<file path="config.mk">
export PLATFORM = sky130hd
export DESIGN_NAME = linear_contrast_stretch
export DESIGN_NICKNAME = d
export VERILOG_FILES = /design/src/design/lcs_pkg.sv /design/src/design/lcs_ctrl.sv /design/src/design/lcs_dp.sv /design/src/design/linear_contrast_stretch.sv
export VERILOG_INCLUDE_DIRS = /design/src /design/src/design
export SDC_FILE = /design/constraint.sdc
export NUM_CORES = 1
export LEC_CHECK = 0
export ABC_AREA = 1
export BUFFER_PORTS_ARGS = -buffer_cell sky130_fd_sc_hd__buf_2
export CAP_MARGIN = 20
export CORE_MARGIN = 2
export CORE_UTILIZATION = 46
export CTS_CLUSTER_SIZE = 12
export DETAILED_ROUTE_END_ITERATION = 10
export SYNTH_ARGS = -nofsm -noshare
export SYNTH_HDL_FRONTEND = slang
export SYNTH_SLANG_ARGS = --single-unit
</file>
<file path="constraint.sdc">
create_clock -name clk -period 4.2 [get_ports clk]
set_input_delay 0.63 -clock clk [delete_from_list [all_inputs] [get_ports clk]]
set_output_delay 0.63 -clock clk [all_outputs]
set_load 0.02 [all_outputs]
</file>
<file path="src/design/assert_macros.svh">
// Assertion macros shared by the linear contrast stretch RTL.
// Included by files that carry concurrent checks; needs nothing else.
`ifndef ASSERT_MACROS_SVH
`define ASSERT_MACROS_SVH

`ifndef SYNTHESIS
`define ASSERT_IMPLIES(name, clk, rst_n, ante, cons) \
    name: assert property (@(posedge clk) disable iff (!rst_n) (ante) |-> (cons)) \
        else $error("check failed: same-cycle implication");
`define ASSERT_NEXT(name, clk, rst_n, ante, cons) \
    name: assert property (@(posedge clk) disable iff (!rst_n) (ante) |=> (cons)) \
        else $error("check failed: next-cycle implication");
`else
`define ASSERT_IMPLIES(name, clk, rst_n, ante, cons)
`define ASSERT_NEXT(name, clk, rst_n, ante, cons)
`endif

`endif

</file>
<file path="src/design/lcs_pkg.sv">
// Package for the linear contrast stretch block: sizes, payload structs and
// the command and status groups between controller and datapath. No dependencies.
package lcs_pkg;

    localparam int MAX_PIXELS = 64;
    localparam int CNT_W = $clog2(MAX_PIXELS + 1);
    localparam int IDX_W = $clog2(MAX_PIXELS);
    localparam int PIX_W = 8;
    localparam int DIV_CYCLES = 4;
    localparam int ITER_W = $clog2(DIV_CYCLES);
    localparam logic [PIX_W-1:0] PIX_MAX = 8'd255;

    typedef struct packed {
        logic [PIX_W-1:0] pixel_in;
        logic             frame_end;
    } lcs_in_t;

    typedef struct packed {
        logic [PIX_W-1:0] pixel_out;
        logic             run_last;
        logic             overflow;
    } lcs_out_t;

    typedef struct packed {
        logic load_open;
        logic store;
        logic rd;
        logic div_start;
        logic div_step;
        logic put;
        logic next_idx;
        logic clear;
    } lcs_cmd_t;

    typedef struct packed {
        logic div_last;
        logic last_idx;
        logic out_free;
    } lcs_sts_t;

endpackage

</file>
<file path="src/design/lcs_ctrl.sv">
// Controller state machine of the linear contrast stretch block.
// Depends on lcs_pkg for the command and status structs.
module lcs_ctrl
    import lcs_pkg::*;
(
    input  logic     clk,
    input  logic     rst_n,
    input  logic     pix_valid,
    input  logic     frame_end,
    input  lcs_sts_t sts,
    output lcs_cmd_t cmd
);

    typedef enum logic [2:0] {
        S_LOAD,
        S_READ,
        S_START,
        S_DIV,
        S_PUT
    } state_t;

    state_t state_reg;
    state_t state_next;

    always_comb
    begin
        state_next = state_reg;
        cmd = '0;
        case (state_reg)
            S_LOAD:
            begin
                cmd.load_open = 1'b1;
                if (pix_valid)
                begin
                    cmd.store = 1'b1;
                    if (frame_end)
                    begin
                        state_next = S_READ;
                    end
                end
            end
            S_READ:
            begin
                cmd.rd = 1'b1;
                state_next = S_START;
            end
            S_START:
            begin
                cmd.div_start = 1'b1;
                state_next = S_DIV;
            end
            S_DIV:
            begin
                cmd.div_step = 1'b1;
                if (sts.div_last)
                begin
                    state_next = S_PUT;
                end
            end
            S_PUT:
            begin
                if (sts.out_free)
                begin
                    cmd.put = 1'b1;
                    if (sts.last_idx)
                    begin
                        cmd.clear = 1'b1;
                        state_next = S_LOAD;
                    end
                    else
                    begin
                        cmd.next_idx = 1'b1;
                        state_next = S_READ;
                    end
                end
            end
            default:
            begin
                state_next = S_LOAD;
            end
        endcase
    end

    always_ff @(posedge clk or negedge rst_n)
    begin
        if (!rst_n)
        begin
            state_reg <= S_LOAD;
        end
        else
        begin
            state_reg <= state_next;
        end
    end

endmodule

</file>
<file path="src/design/lcs_dp.sv">
// Datapath of the linear contrast stretch block: frame buffer, min and max
// tracking, a radix-4 restoring divider and the output register. Uses lcs_pkg.
module lcs_dp
    import lcs_pkg::*;
(
    input  logic     clk,
    input  logic     rst_n,
    input  lcs_cmd_t cmd,
    input  lcs_in_t  pix_data,
    input  logic     res_stall,
    output lcs_sts_t sts,
    output logic     res_valid,
    output lcs_out_t res_data
);

    logic [PIX_W-1:0] frame_mem [MAX_PIXELS];

    logic [CNT_W-1:0]  count_reg;
    logic [CNT_W-1:0]  count_next;
    logic [PIX_W-1:0]  min_reg;
    logic [PIX_W-1:0]  min_next;
    logic [PIX_W-1:0]  max_reg;
    logic [PIX_W-1:0]  max_next;
    logic              dropped_reg;
    logic              dropped_next;
    logic [IDX_W-1:0]  rd_idx_reg;
    logic [IDX_W-1:0]  rd_idx_next;
    logic [ITER_W-1:0] iter_reg;
    logic [ITER_W-1:0] iter_next;
    logic              out_valid_reg;
    logic              out_valid_next;

    logic [PIX_W-1:0]   rd_data_reg;
    logic [PIX_W-1:0]   rem_reg;
    logic [PIX_W-1:0]   quo_reg;
    logic [PIX_W-1:0]   div_reg;
    logic               zero_reg;
    lcs_out_t           out_data_reg;

    logic               full;
    logic [PIX_W-1:0]   diff;
    logic [2*PIX_W-1:0] num;
    logic [PIX_W:0]     step_a;
    logic [PIX_W:0]     step_b;

    // One restoring division step: shift in a bit, subtract when it fits.
    function automatic logic [PIX_W:0] div_step(input logic [PIX_W-1:0] rem,
                                                input logic             bit_in,
                                                input logic [PIX_W-1:0] den);
        logic [PIX_W:0] trial;
        logic [PIX_W:0] diff9;
        trial = {rem, bit_in};
        diff9 = trial - {1'b0, den};
        if (trial >= {1'b0, den})
        begin
            return {1'b1, diff9[PIX_W-1:0]};
        end
        return {1'b0, trial[PIX_W-1:0]};
    endfunction

    assign full = (count_reg == CNT_W'(MAX_PIXELS));
    assign diff = rd_data_reg - min_reg;
    assign num  = {diff, {PIX_W{1'b0}}} - {{PIX_W{1'b0}}, diff};

    assign step_a = div_step(rem_reg, quo_reg[PIX_W-1], div_reg);
    assign step_b = div_step(step_a[PIX_W-1:0], quo_reg[PIX_W-2], div_reg);

    assign sts.div_last = (iter_reg == ITER_W'(DIV_CYCLES - 1));
    assign sts.last_idx = (({1'b0, rd_idx_reg} + CNT_W'(1)) == count_reg);
    assign sts.out_free = !out_valid_reg || !res_stall;

    assign res_valid = out_valid_reg;
    assign res_data  = out_data_reg;

    always_comb
    begin
        count_next     = count_reg;
        min_next       = min_reg;
        max_next       = max_reg;
        dropped_next   = dropped_reg;
        rd_idx_next    = rd_idx_reg;
        iter_next      = iter_reg;
        out_valid_next = out_valid_reg;

        if (cmd.store)
        begin
            if (full)
            begin
                dropped_next = 1'b1;
            end
            else
            begin
                count_next = count_reg + CNT_W'(1);
                if (pix_data.pixel_in < min_reg)
                begin
                    min_next = pix_data.pixel_in;
                end
                if (pix_data.pixel_in > max_reg)
                begin
                    max_next = pix_data.pixel_in;
                end
            end
        end

        if (cmd.div_start)
        begin
            iter_next = '0;
        end
        else if (cmd.div_step)
        begin
            iter_next = iter_reg + ITER_W'(1);
        end

        if (cmd.next_idx)
        begin
            rd_idx_next = rd_idx_reg + IDX_W'(1);
        end

        if (cmd.put)
        begin
            out_valid_next = 1'b1;
        end
        else if (!res_stall)
        begin
            out_valid_next = 1'b0;
        end

        if (cmd.clear)
        begin
            count_next   = '0;
            min_next     = PIX_MAX;
            max_next     = '0;
            dropped_next = 1'b0;
            rd_idx_next  = '0;
        end
    end

    always_ff @(posedge clk or negedge rst_n)
    begin
        if (!rst_n)
        begin
            count_reg     <= '0;
            min_reg       <= PIX_MAX;
            max_reg       <= '0;
            dropped_reg   <= 1'b0;
            rd_idx_reg    <= '0;
            iter_reg      <= '0;
            out_valid_reg <= 1'b0;
        end
        else
        begin
            count_reg     <= count_next;
            min_reg       <= min_next;
            max_reg       <= max_next;
            dropped_reg   <= dropped_next;
            rd_idx_reg    <= rd_idx_next;
            iter_reg      <= iter_next;
            out_valid_reg <= out_valid_next;
        end
    end

    always_ff @(posedge clk)
    begin
        if (cmd.store && !full)
        begin
            frame_mem[count_reg[IDX_W-1:0]] <= pix_data.pixel_in;
        end
        if (cmd.rd)
        begin
            rd_data_reg <= frame_mem[rd_idx_reg];
        end
    end

    // The quotient is below 256, so the upper numerator byte is already below
    // the divisor and seeds the remainder.
    always_ff @(posedge clk)
    begin
        if (cmd.div_start)
        begin
            rem_reg  <= num[2*PIX_W-1:PIX_W];
            quo_reg  <= num[PIX_W-1:0];
            div_reg  <= max_reg - min_reg;
            zero_reg <= (max_reg == min_reg);
        end
        else if (cmd.div_step)
        begin
            rem_reg <= step_b[PIX_W-1:0];
            quo_reg <= {quo_reg[PIX_W-3:0], step_a[PIX_W], step_b[PIX_W]};
        end
        if (cmd.put)
        begin
            out_data_reg.pixel_out <= zero_reg ? '0 : quo_reg;
            out_data_reg.run_last  <= sts.last_idx;
            out_data_reg.overflow  <= dropped_reg;
        end
    end

endmodule

</file>
<file path="src/design/linear_contrast_stretch.sv">
// Top level of the linear contrast stretch block.
// Instantiates lcs_ctrl and lcs_dp; uses lcs_pkg and assert_macros.svh.
//
// Pixels of one frame are taken one per cycle and stored in a 64-entry
// buffer while the minimum and maximum are tracked; pixels beyond the buffer
// are dropped and flag overflow on every result of that frame. The request
// marked frame_end starts the output run: each stored pixel is read back and
// divided by the frame's range in a divider that retires two quotient bits
// per cycle. Each result passes through read, setup, the divide steps and the
// output load, and waits while the output is stalled. Input requests are
// stalled during the run and accepted again in the cycle after the final
// result, marked run_last, enters the output register.
`include "assert_macros.svh"

module linear_contrast_stretch
    import lcs_pkg::*;
(
    input  logic     clk,
    input  logic     rst_n,
    input  logic     pix_valid,
    output logic     pix_stall,
    input  lcs_in_t  pix_data,
    output logic     res_valid,
    input  logic     res_stall,
    output lcs_out_t res_data
);

    lcs_cmd_t cmd;
    lcs_sts_t sts;

    assign pix_stall = !cmd.load_open;

    lcs_ctrl u_ctrl (
        .clk       (clk),
        .rst_n     (rst_n),
        .pix_valid (pix_valid),
        .frame_end (pix_data.frame_end),
        .sts       (sts),
        .cmd       (cmd)
    );

    lcs_dp u_dp (
        .clk       (clk),
        .rst_n     (rst_n),
        .cmd       (cmd),
        .pix_data  (pix_data),
        .res_stall (res_stall),
        .sts       (sts),
        .res_valid (res_valid),
        .res_data  (res_data)
    );

    `ASSERT_IMPLIES(put_needs_room, clk, rst_n, cmd.put, sts.out_free)
    `ASSERT_IMPLIES(div_after_read, clk, rst_n, cmd.div_start, $past(cmd.rd))
    `ASSERT_NEXT(reopen_after_run, clk, rst_n, cmd.put && sts.last_idx, !pix_stall)

endmodule

</file>
# Word level (Yosys, flattened, before mapping)
# Memories as Yosys holds them, arrays and structs flattened. A register that Yosys moved wholly into a read port is not among the register bits.
# Index checks and enable logic that the tools add are counted.
# W data, S select, Z words.
# word_totals
ff_bits	71
ramBits	512
memories	1
# classes
n_addsub	9
n_lt_le_gt_ge	4
n_eq_ne	14
n_mux	47
n_reduce_logical	18
# mem_list
name	depth	word_bits	read_ports	rd_ports_with_merged_regs	write_ports	line_no	text
u_dp.frame_mem	64	8	1	1	1	lcs_dp.sv:16	logic [PIX_W-1:0] frame_mem [MAX_PIXELS];
# ops
operator	count
$mux W8	12
$mux W9	4
$sub A8 B8 Y8	4
$mux W7	3
$ge A9 B8 Y1	2
$mux W3	6
$mux W1	16
$sub A16 B8 Y16	1
$pmux W3 S5	1
$mux W6	2
$reduce_bool A2 Y1	6
$ne A2 B2 Y1 const B	5
$eq A8 B8 Y1	1
$gt A8 B8 Y1	1
$lt A8 B8 Y1	1
$add A6 B1 Y7 const B	1
$add A7 B1 Y7 const B	1
$eq A7 B7 Y1	1
$eq A7 B7 Y1 const B	1
$add A6 B1 Y6 const B	1
$eq A3 B2 Y1 const B	2
$mux W2	3
$reduce_and A3 Y1	2
$logic_not A1 Y1	4
other kinds (10)	11

# Depth between registers and ports, before layout
# logic_depth
depth_word	8
depth_mapped	23

# Hierarchy
# A second synthesis with hierarchy kept.
# unflattened
hier_cells	2299
hier_area_um2	26246.4
# by_module_without_submodules
mod	n_inst	cells_per_inst	area_each_um2	seq_area_each_um2
lcs_dp	1	2262	26020.0	17501.8
lcs_ctrl	1	36	222.7	75.1
linear_contrast_stretch	1	1	3.8	0.0

# Worst setup path before layout
# OpenSTA, ideal clock, no wires.
# synth_timing
kind	reg-to-reg
startpoint	register u_dp.rem_reg[3]
endpoint	register u_dp.rem_reg[4], data pin
arrival_ns	2.802
required_ns	3.947
slack_ns	1.144
path_stages_with_launch	21
n_path_buf	0
path_cell_list	edfxtp_1 ha_1 nand2_1 nor2_1 nand2_1 nand3_1 nand2_2 nand2_2 inv_1 nand2_1 nand2_1 ha_1 a21oi_1 nand2_1 a21o_1 nand2_1 nand3_2 nand2_1 nand2_1 nand2_1 nand2_1
# synth_between
elab_chain_cells	8
# synth_lines
item	line_no	text
start, declared	lcs_dp.sv:34	logic [PIX_W-1:0] rem_reg;
start signal, assigned	lcs_dp.sv:180	rem_reg <= num[2*PIX_W-1:PIX_W];
start signal, assigned	lcs_dp.sv:187	rem_reg <= step_b[PIX_W-1:0];
$ge A9 B8 Y1 / $sub A8 B8 Y8 (equally long branches)	lcs_dp.sv:54, lcs_dp.sv:53	
$mux W1 / $mux W9 (equally long branches)	lcs_dp.sv:54	if (trial >= {1'b0, den})
$mux W9 *	lcs_dp.sv:58	return {1'b0, trial[PIX_W-1:0]};
$sub A8 B8 Y8 / $ge A9 B8 Y1 (equally long branches)	lcs_dp.sv:53, lcs_dp.sv:54	
$mux W9 / $mux W1 (equally long branches)	lcs_dp.sv:54	
$mux W9 *	lcs_dp.sv:58	
$mux W8 *	lcs_dp.sv:185	else if (cmd.div_step)
$mux W8 *	lcs_dp.sv:178	if (cmd.div_start)
# Mark *: on every way between the ends. The rest lies on a longest branch, timed or not. The select of a mux whose other input is x is not followed.
# A chain may end at the register's enable or synchronous reset.

# Worst setup path after layout
# layout_timing
startpoint	register u_dp.rem_reg[2]
endpoint	register u_dp.rem_reg[4], data pin
# layout_between
elab_chain_cells	8
# layout_lines
item	line_no
$sub A8 B8 Y8 / $ge A9 B8 Y1 (equally long branches)	lcs_dp.sv:53, lcs_dp.sv:54
$mux W9 / $mux W1 (equally long branches)	lcs_dp.sv:54
$mux W9 *	lcs_dp.sv:58
$sub A8 B8 Y8 / $ge A9 B8 Y1 (equally long branches)	lcs_dp.sv:53, lcs_dp.sv:54
$mux W9 / $mux W1 (equally long branches)	lcs_dp.sv:54
$mux W9 *	lcs_dp.sv:58
$mux W8 *	lcs_dp.sv:185
$mux W8 *	lcs_dp.sv:178
# Marks and branches as above.

==> impl_summary.txt <==
----------------------------------------------------
[Outcome]
  Result of the run ... finished, final reports clean

[Synth]
  Leading post-synthesis cells by cell area ... sky130_fd_sc_hd__edfxtp_1 64%, sky130_fd_sc_hd__nand2_1 5.6%, sky130_fd_sc_hd__nor2_1 5.4%, sky130_fd_sc_hd__o21ai_0 5.4%, sky130_fd_sc_hd__o22ai_1 3.2%
  Share of the yosys chip area belonging to registers ... 67.1%
  Number of nets in the synthesized netlist ... 2432
  Flip-flop and latch count after synthesis ... 591
  Unique cell type count in the Yosys netlist ... 43
  Share of the synthesized area in the top cell type ... 63.6%
  Synth async-reset ratio ... 6.09%
  Leading cell types by count after synthesis ... 555 x sky130_fd_sc_hd__edfxtp_1, 394 x sky130_fd_sc_hd__nand2_1, 377 x sky130_fd_sc_hd__nor2_1
  Synthesized area divided by synthesized cell count ... 11.1 µm²
  Synth area leader ... sky130_fd_sc_hd__edfxtp_1
  Area of the mapped netlist ... 26200 µm²
  Most frequent cell after synthesis ... sky130_fd_sc_hd__edfxtp_1
  Count of warnings emitted by yosys ... 0
  Post-synth EDFFs ... 555
  Ys flop type ... sky130_fd_sc_hd__edfxtp_1
  Count of mapped cells out of synthesis ... 2365

[Critical path]
  Destination of the worst register-to-register timing path ... u_dp.rem_reg[4]
  Startpoint kind of the worst setup timing path ... flip-flop
  Start of the worst register-to-register path ... u_dp.rem_reg[2]
  Crit-path max cell delay ... 400 ps
  Type of the worst setup path ... flip-flop to flip-flop
  Start point of the critical path ... u_dp.rem_reg[2]
  Arrival time at the worst endpoint ... 3960 ps
  Family with the most delay on the worst path ... simple AND/OR/NAND/NOR gates
  Critical Path Sink Type ... flip-flop
  Most frequent CP cell ... sky130_fd_sc_hd__nand2_1
  Required time at the endpoint of the critical path ... 4540 ps
  Largest fanout on the critical path ... 9
  Critical path, cell by cell ... ha_1 -> nand2_1 -> nor2_1 -> nand2_1 -> nand3_1 -> nand2_2 -> nand2_2 -> inv_1 -> nand2_1 -> nand2_1 -> ha_1 -> a21oi_1 -> nand2_1 -> a21o_1 -> nand2_1 -> nand3_2 -> nand2_1 -> nand2_1 -> nand2_1 -> nand2_1
  Worst-case reg-to-reg path depth ... 20
  CP bufs+invs ... 1
  Flop-to-flop setup slack ... 590 ps
  Slowest stage cell on the critical path ... sky130_fd_sc_hd__edfxtp_1

[Timing]
  Total negative slack ... 0 ps
  Worst max-slew margin expressed relative to the limit ... 29.7%
  Post-route worst setup slack ... 586 ps
  RSZ-0062 raised after global routing ... no
  Time the final worst path needs with I/O delays and setup ... 3610 ps
  Final Max Tran Viols ... 0
  Transition at the pin with the smallest max-transition slack ... 1050 ps
  Tightest hold margin ... 192 ps
  Final critical-path share of the clock period ... 86.1%
  Final count of negative-setup-slack endpoints ... 0
  Hold violation total from the final report ... 0
  Clock skew ... 25.8 ps
  F_max ... 277 MHz

[Finish]
  Fraction of layout cells with a size suffix above 1 ... 7.98%
  Area of all placed cells without fillers ... 29000 µm²
  Relative area change from synthesis to final layout ... 10.8%
  # diodes ... 0
  Flip-flop count of the largest register after layout ... 512
  Final net count ... 2438
  Filler instances ... 5008

[Clock network]
  Cells resized by post-CTS repair ... 0
  CTS tree ... done
  Clock Pin Slew Worst Setup and Hold Paths ... 60 ps
  Clock latency on the worst-skew pair ... 610 ps
  Post-CTS setup buffer count ... 0
  Root cell of the clock tree ... sky130_fd_sc_hd__clkbuf_16
  Total number of H-tree levels ... 3
  TritonCTS Buffers ... 66
  CTS max path bufs ... 3
  # hold bufs at CTS ... 0
  Number of sinks driven by the clock tree ... 591

[Floorplanning]
  Area of the die ... 58900 µm²
  Die width ... 243 µm
  Row Count ... 87
  Io pins ... 25
  Starting density of the core ... 46.5%
  Height of the die ... 243 µm
  Core ar. ... 56400 µm²

[Power and ir drop]
  Static leakage power ... 10.5 nW
  Final Power ... 21.4 mW
  P per Cell Area ... 739 nW/µm²
  IR Drop Worst-Case VDD ... 423 µV

[GRT]
  Maximum number of pins on one net before global-route repair ... 155
  Number of antenna violations at the first check in global routing ... 3
  Number of global-route vias before repair ... 16.9k
  Sum of overflow across all layers after global routing ... 0
  Wire length of the first global-routing pass ... 103000 µm
  Total track usage ... 22.9%

[Job]
  Max Cap Viol ... 0

[Place]
  Post-detail-place hpwl ... 40400 µm
  Number of buffers added on ports ... 24
  DP Area ... 27000 µm²
  Final estimated routing congestion in global placement ... 0.870
  Setup Slack @ Placement ... 566 ps

[Route]
  Wire length per cell after detailed routing ... 21.3 µm
  Vias ... 17.9k
  Number of remaining DRC errors ... 0
  Detailed Route Iter0 Violations ... 1527
  Drt first pass iters ... 5
  Count of antenna-violating nets left after detailed routing ... 0
  Avg Vias per Cell ... 5.62
  Post-detailed-routing wire length ... 67500 µm

[Worst hold path]
  Classification of the worst-slack hold path ... input pin to async pin

----------------------------------------------------
## power by group
| part | internal (mW) | switching, mW |
|---|---|---|
| sequential | 7.05 | 0.226 |
| clock | 3.15 | 2.30 |
| combinational | 2.73 | 5.99 |
| total | 12.9 | 8.52 |
## how the worst max path moves through the flow
| stage | cells after the start | endpoint |
|---|---|---|
| 2_1_floorplan | 20 | u_dp.rem_reg[4] |
| 3_3_place_gp | 21 | u_dp.rem_reg[4] |
| 3_5_place_dp | 20 | u_dp.rem_reg[4] |
| 4_1_cts | 20 | u_dp.rem_reg[4] |
| 5_1_grt | 20 | u_dp.rem_reg[4] |
| 6_report | 20 | u_dp.rem_reg[4] |
## kinds of logic (layout without fill, tap and decap cells)
kind of cell / count (synthesis) / after routing / share of synthesized area [%]
flip-flops: 591 / 591 / 67.1
AND/OR/NAND/NOR: 951 / 951 / 15.1
XOR/XNOR: 27 / 27 / 0.903
buffers and inverters: 247 / 300 / 4.03
AO/OA/AOI/OAI: 495 / 495 / 10.2
adder cells (fa/ha/maj): 54 / 54 / 2.69
## final cells by class
cell class	instances	area, µm²	share of cell area [%]
Clock buffer	86	1800	6.20
Clock inverter	29	220	0.758
Inverter	129	494	1.70
Multi-Input combinational cell	1527	7570	26.1
Sequential cell	591	17600	60.6
Tap cell	756	946	3.26
Timing Repair Buffer	56	423	1.46
## stage by stage
stage | instances | util, %
5_1_grt | 3174 | 51.5
3_3_place_gp | 3059 | 47.9
6_report | 3174 | 51.5
4_1_cts | 3174 | 51.5
3_5_place_dp | 3059 | 47.9
2_1_floorplan | 2365 | -
## layer usage
metal  part of all wire [%]  global-route usage, %  vias to the layer above
met5                  0.036                      0                        -
met4                    2.3                   7.31                        4
met3                    6.4                   3.06                      106
met2                     47                   37.0                      623
met1                     44                   32.3                     8722
li1                       -                      -                     8396
## layout by cell type (no fill, tap or decap), drive strengths merged, types with 12 or more instances in the layout
cell / instances
a21oi: 48
buf: 56
clkbuf: 86
clkinv: 26
dfrtp: 28
edfxtp: 555
ha: 50
inv: 128
nand2: 401
nand3: 107
nand4: 31
nor2: 389
nor3: 12
o21ai: 307
o22ai: 132
xnor2: 12
xor2: 15
## worst register-to-register path, cell delays in order (launching register included)
cell	delay [ps]
sky130_fd_sc_hd__edfxtp_1	400
sky130_fd_sc_hd__ha_1	390
sky130_fd_sc_hd__nand2_1	120
sky130_fd_sc_hd__nor2_1	90
sky130_fd_sc_hd__nand2_1	50
sky130_fd_sc_hd__nand3_1	120
sky130_fd_sc_hd__nand2_2	130
sky130_fd_sc_hd__nand2_2	190
sky130_fd_sc_hd__inv_1	130
sky130_fd_sc_hd__nand2_1	80
sky130_fd_sc_hd__nand2_1	90
sky130_fd_sc_hd__ha_1	390
sky130_fd_sc_hd__a21oi_1	160
sky130_fd_sc_hd__nand2_1	110
sky130_fd_sc_hd__a21o_1	200
sky130_fd_sc_hd__nand2_1	200
sky130_fd_sc_hd__nand3_2	230
sky130_fd_sc_hd__nand2_1	110
sky130_fd_sc_hd__nand2_1	50
sky130_fd_sc_hd__nand2_1	50
sky130_fd_sc_hd__nand2_1	60
Note: power is estimated with default switching activity, not from simulation.
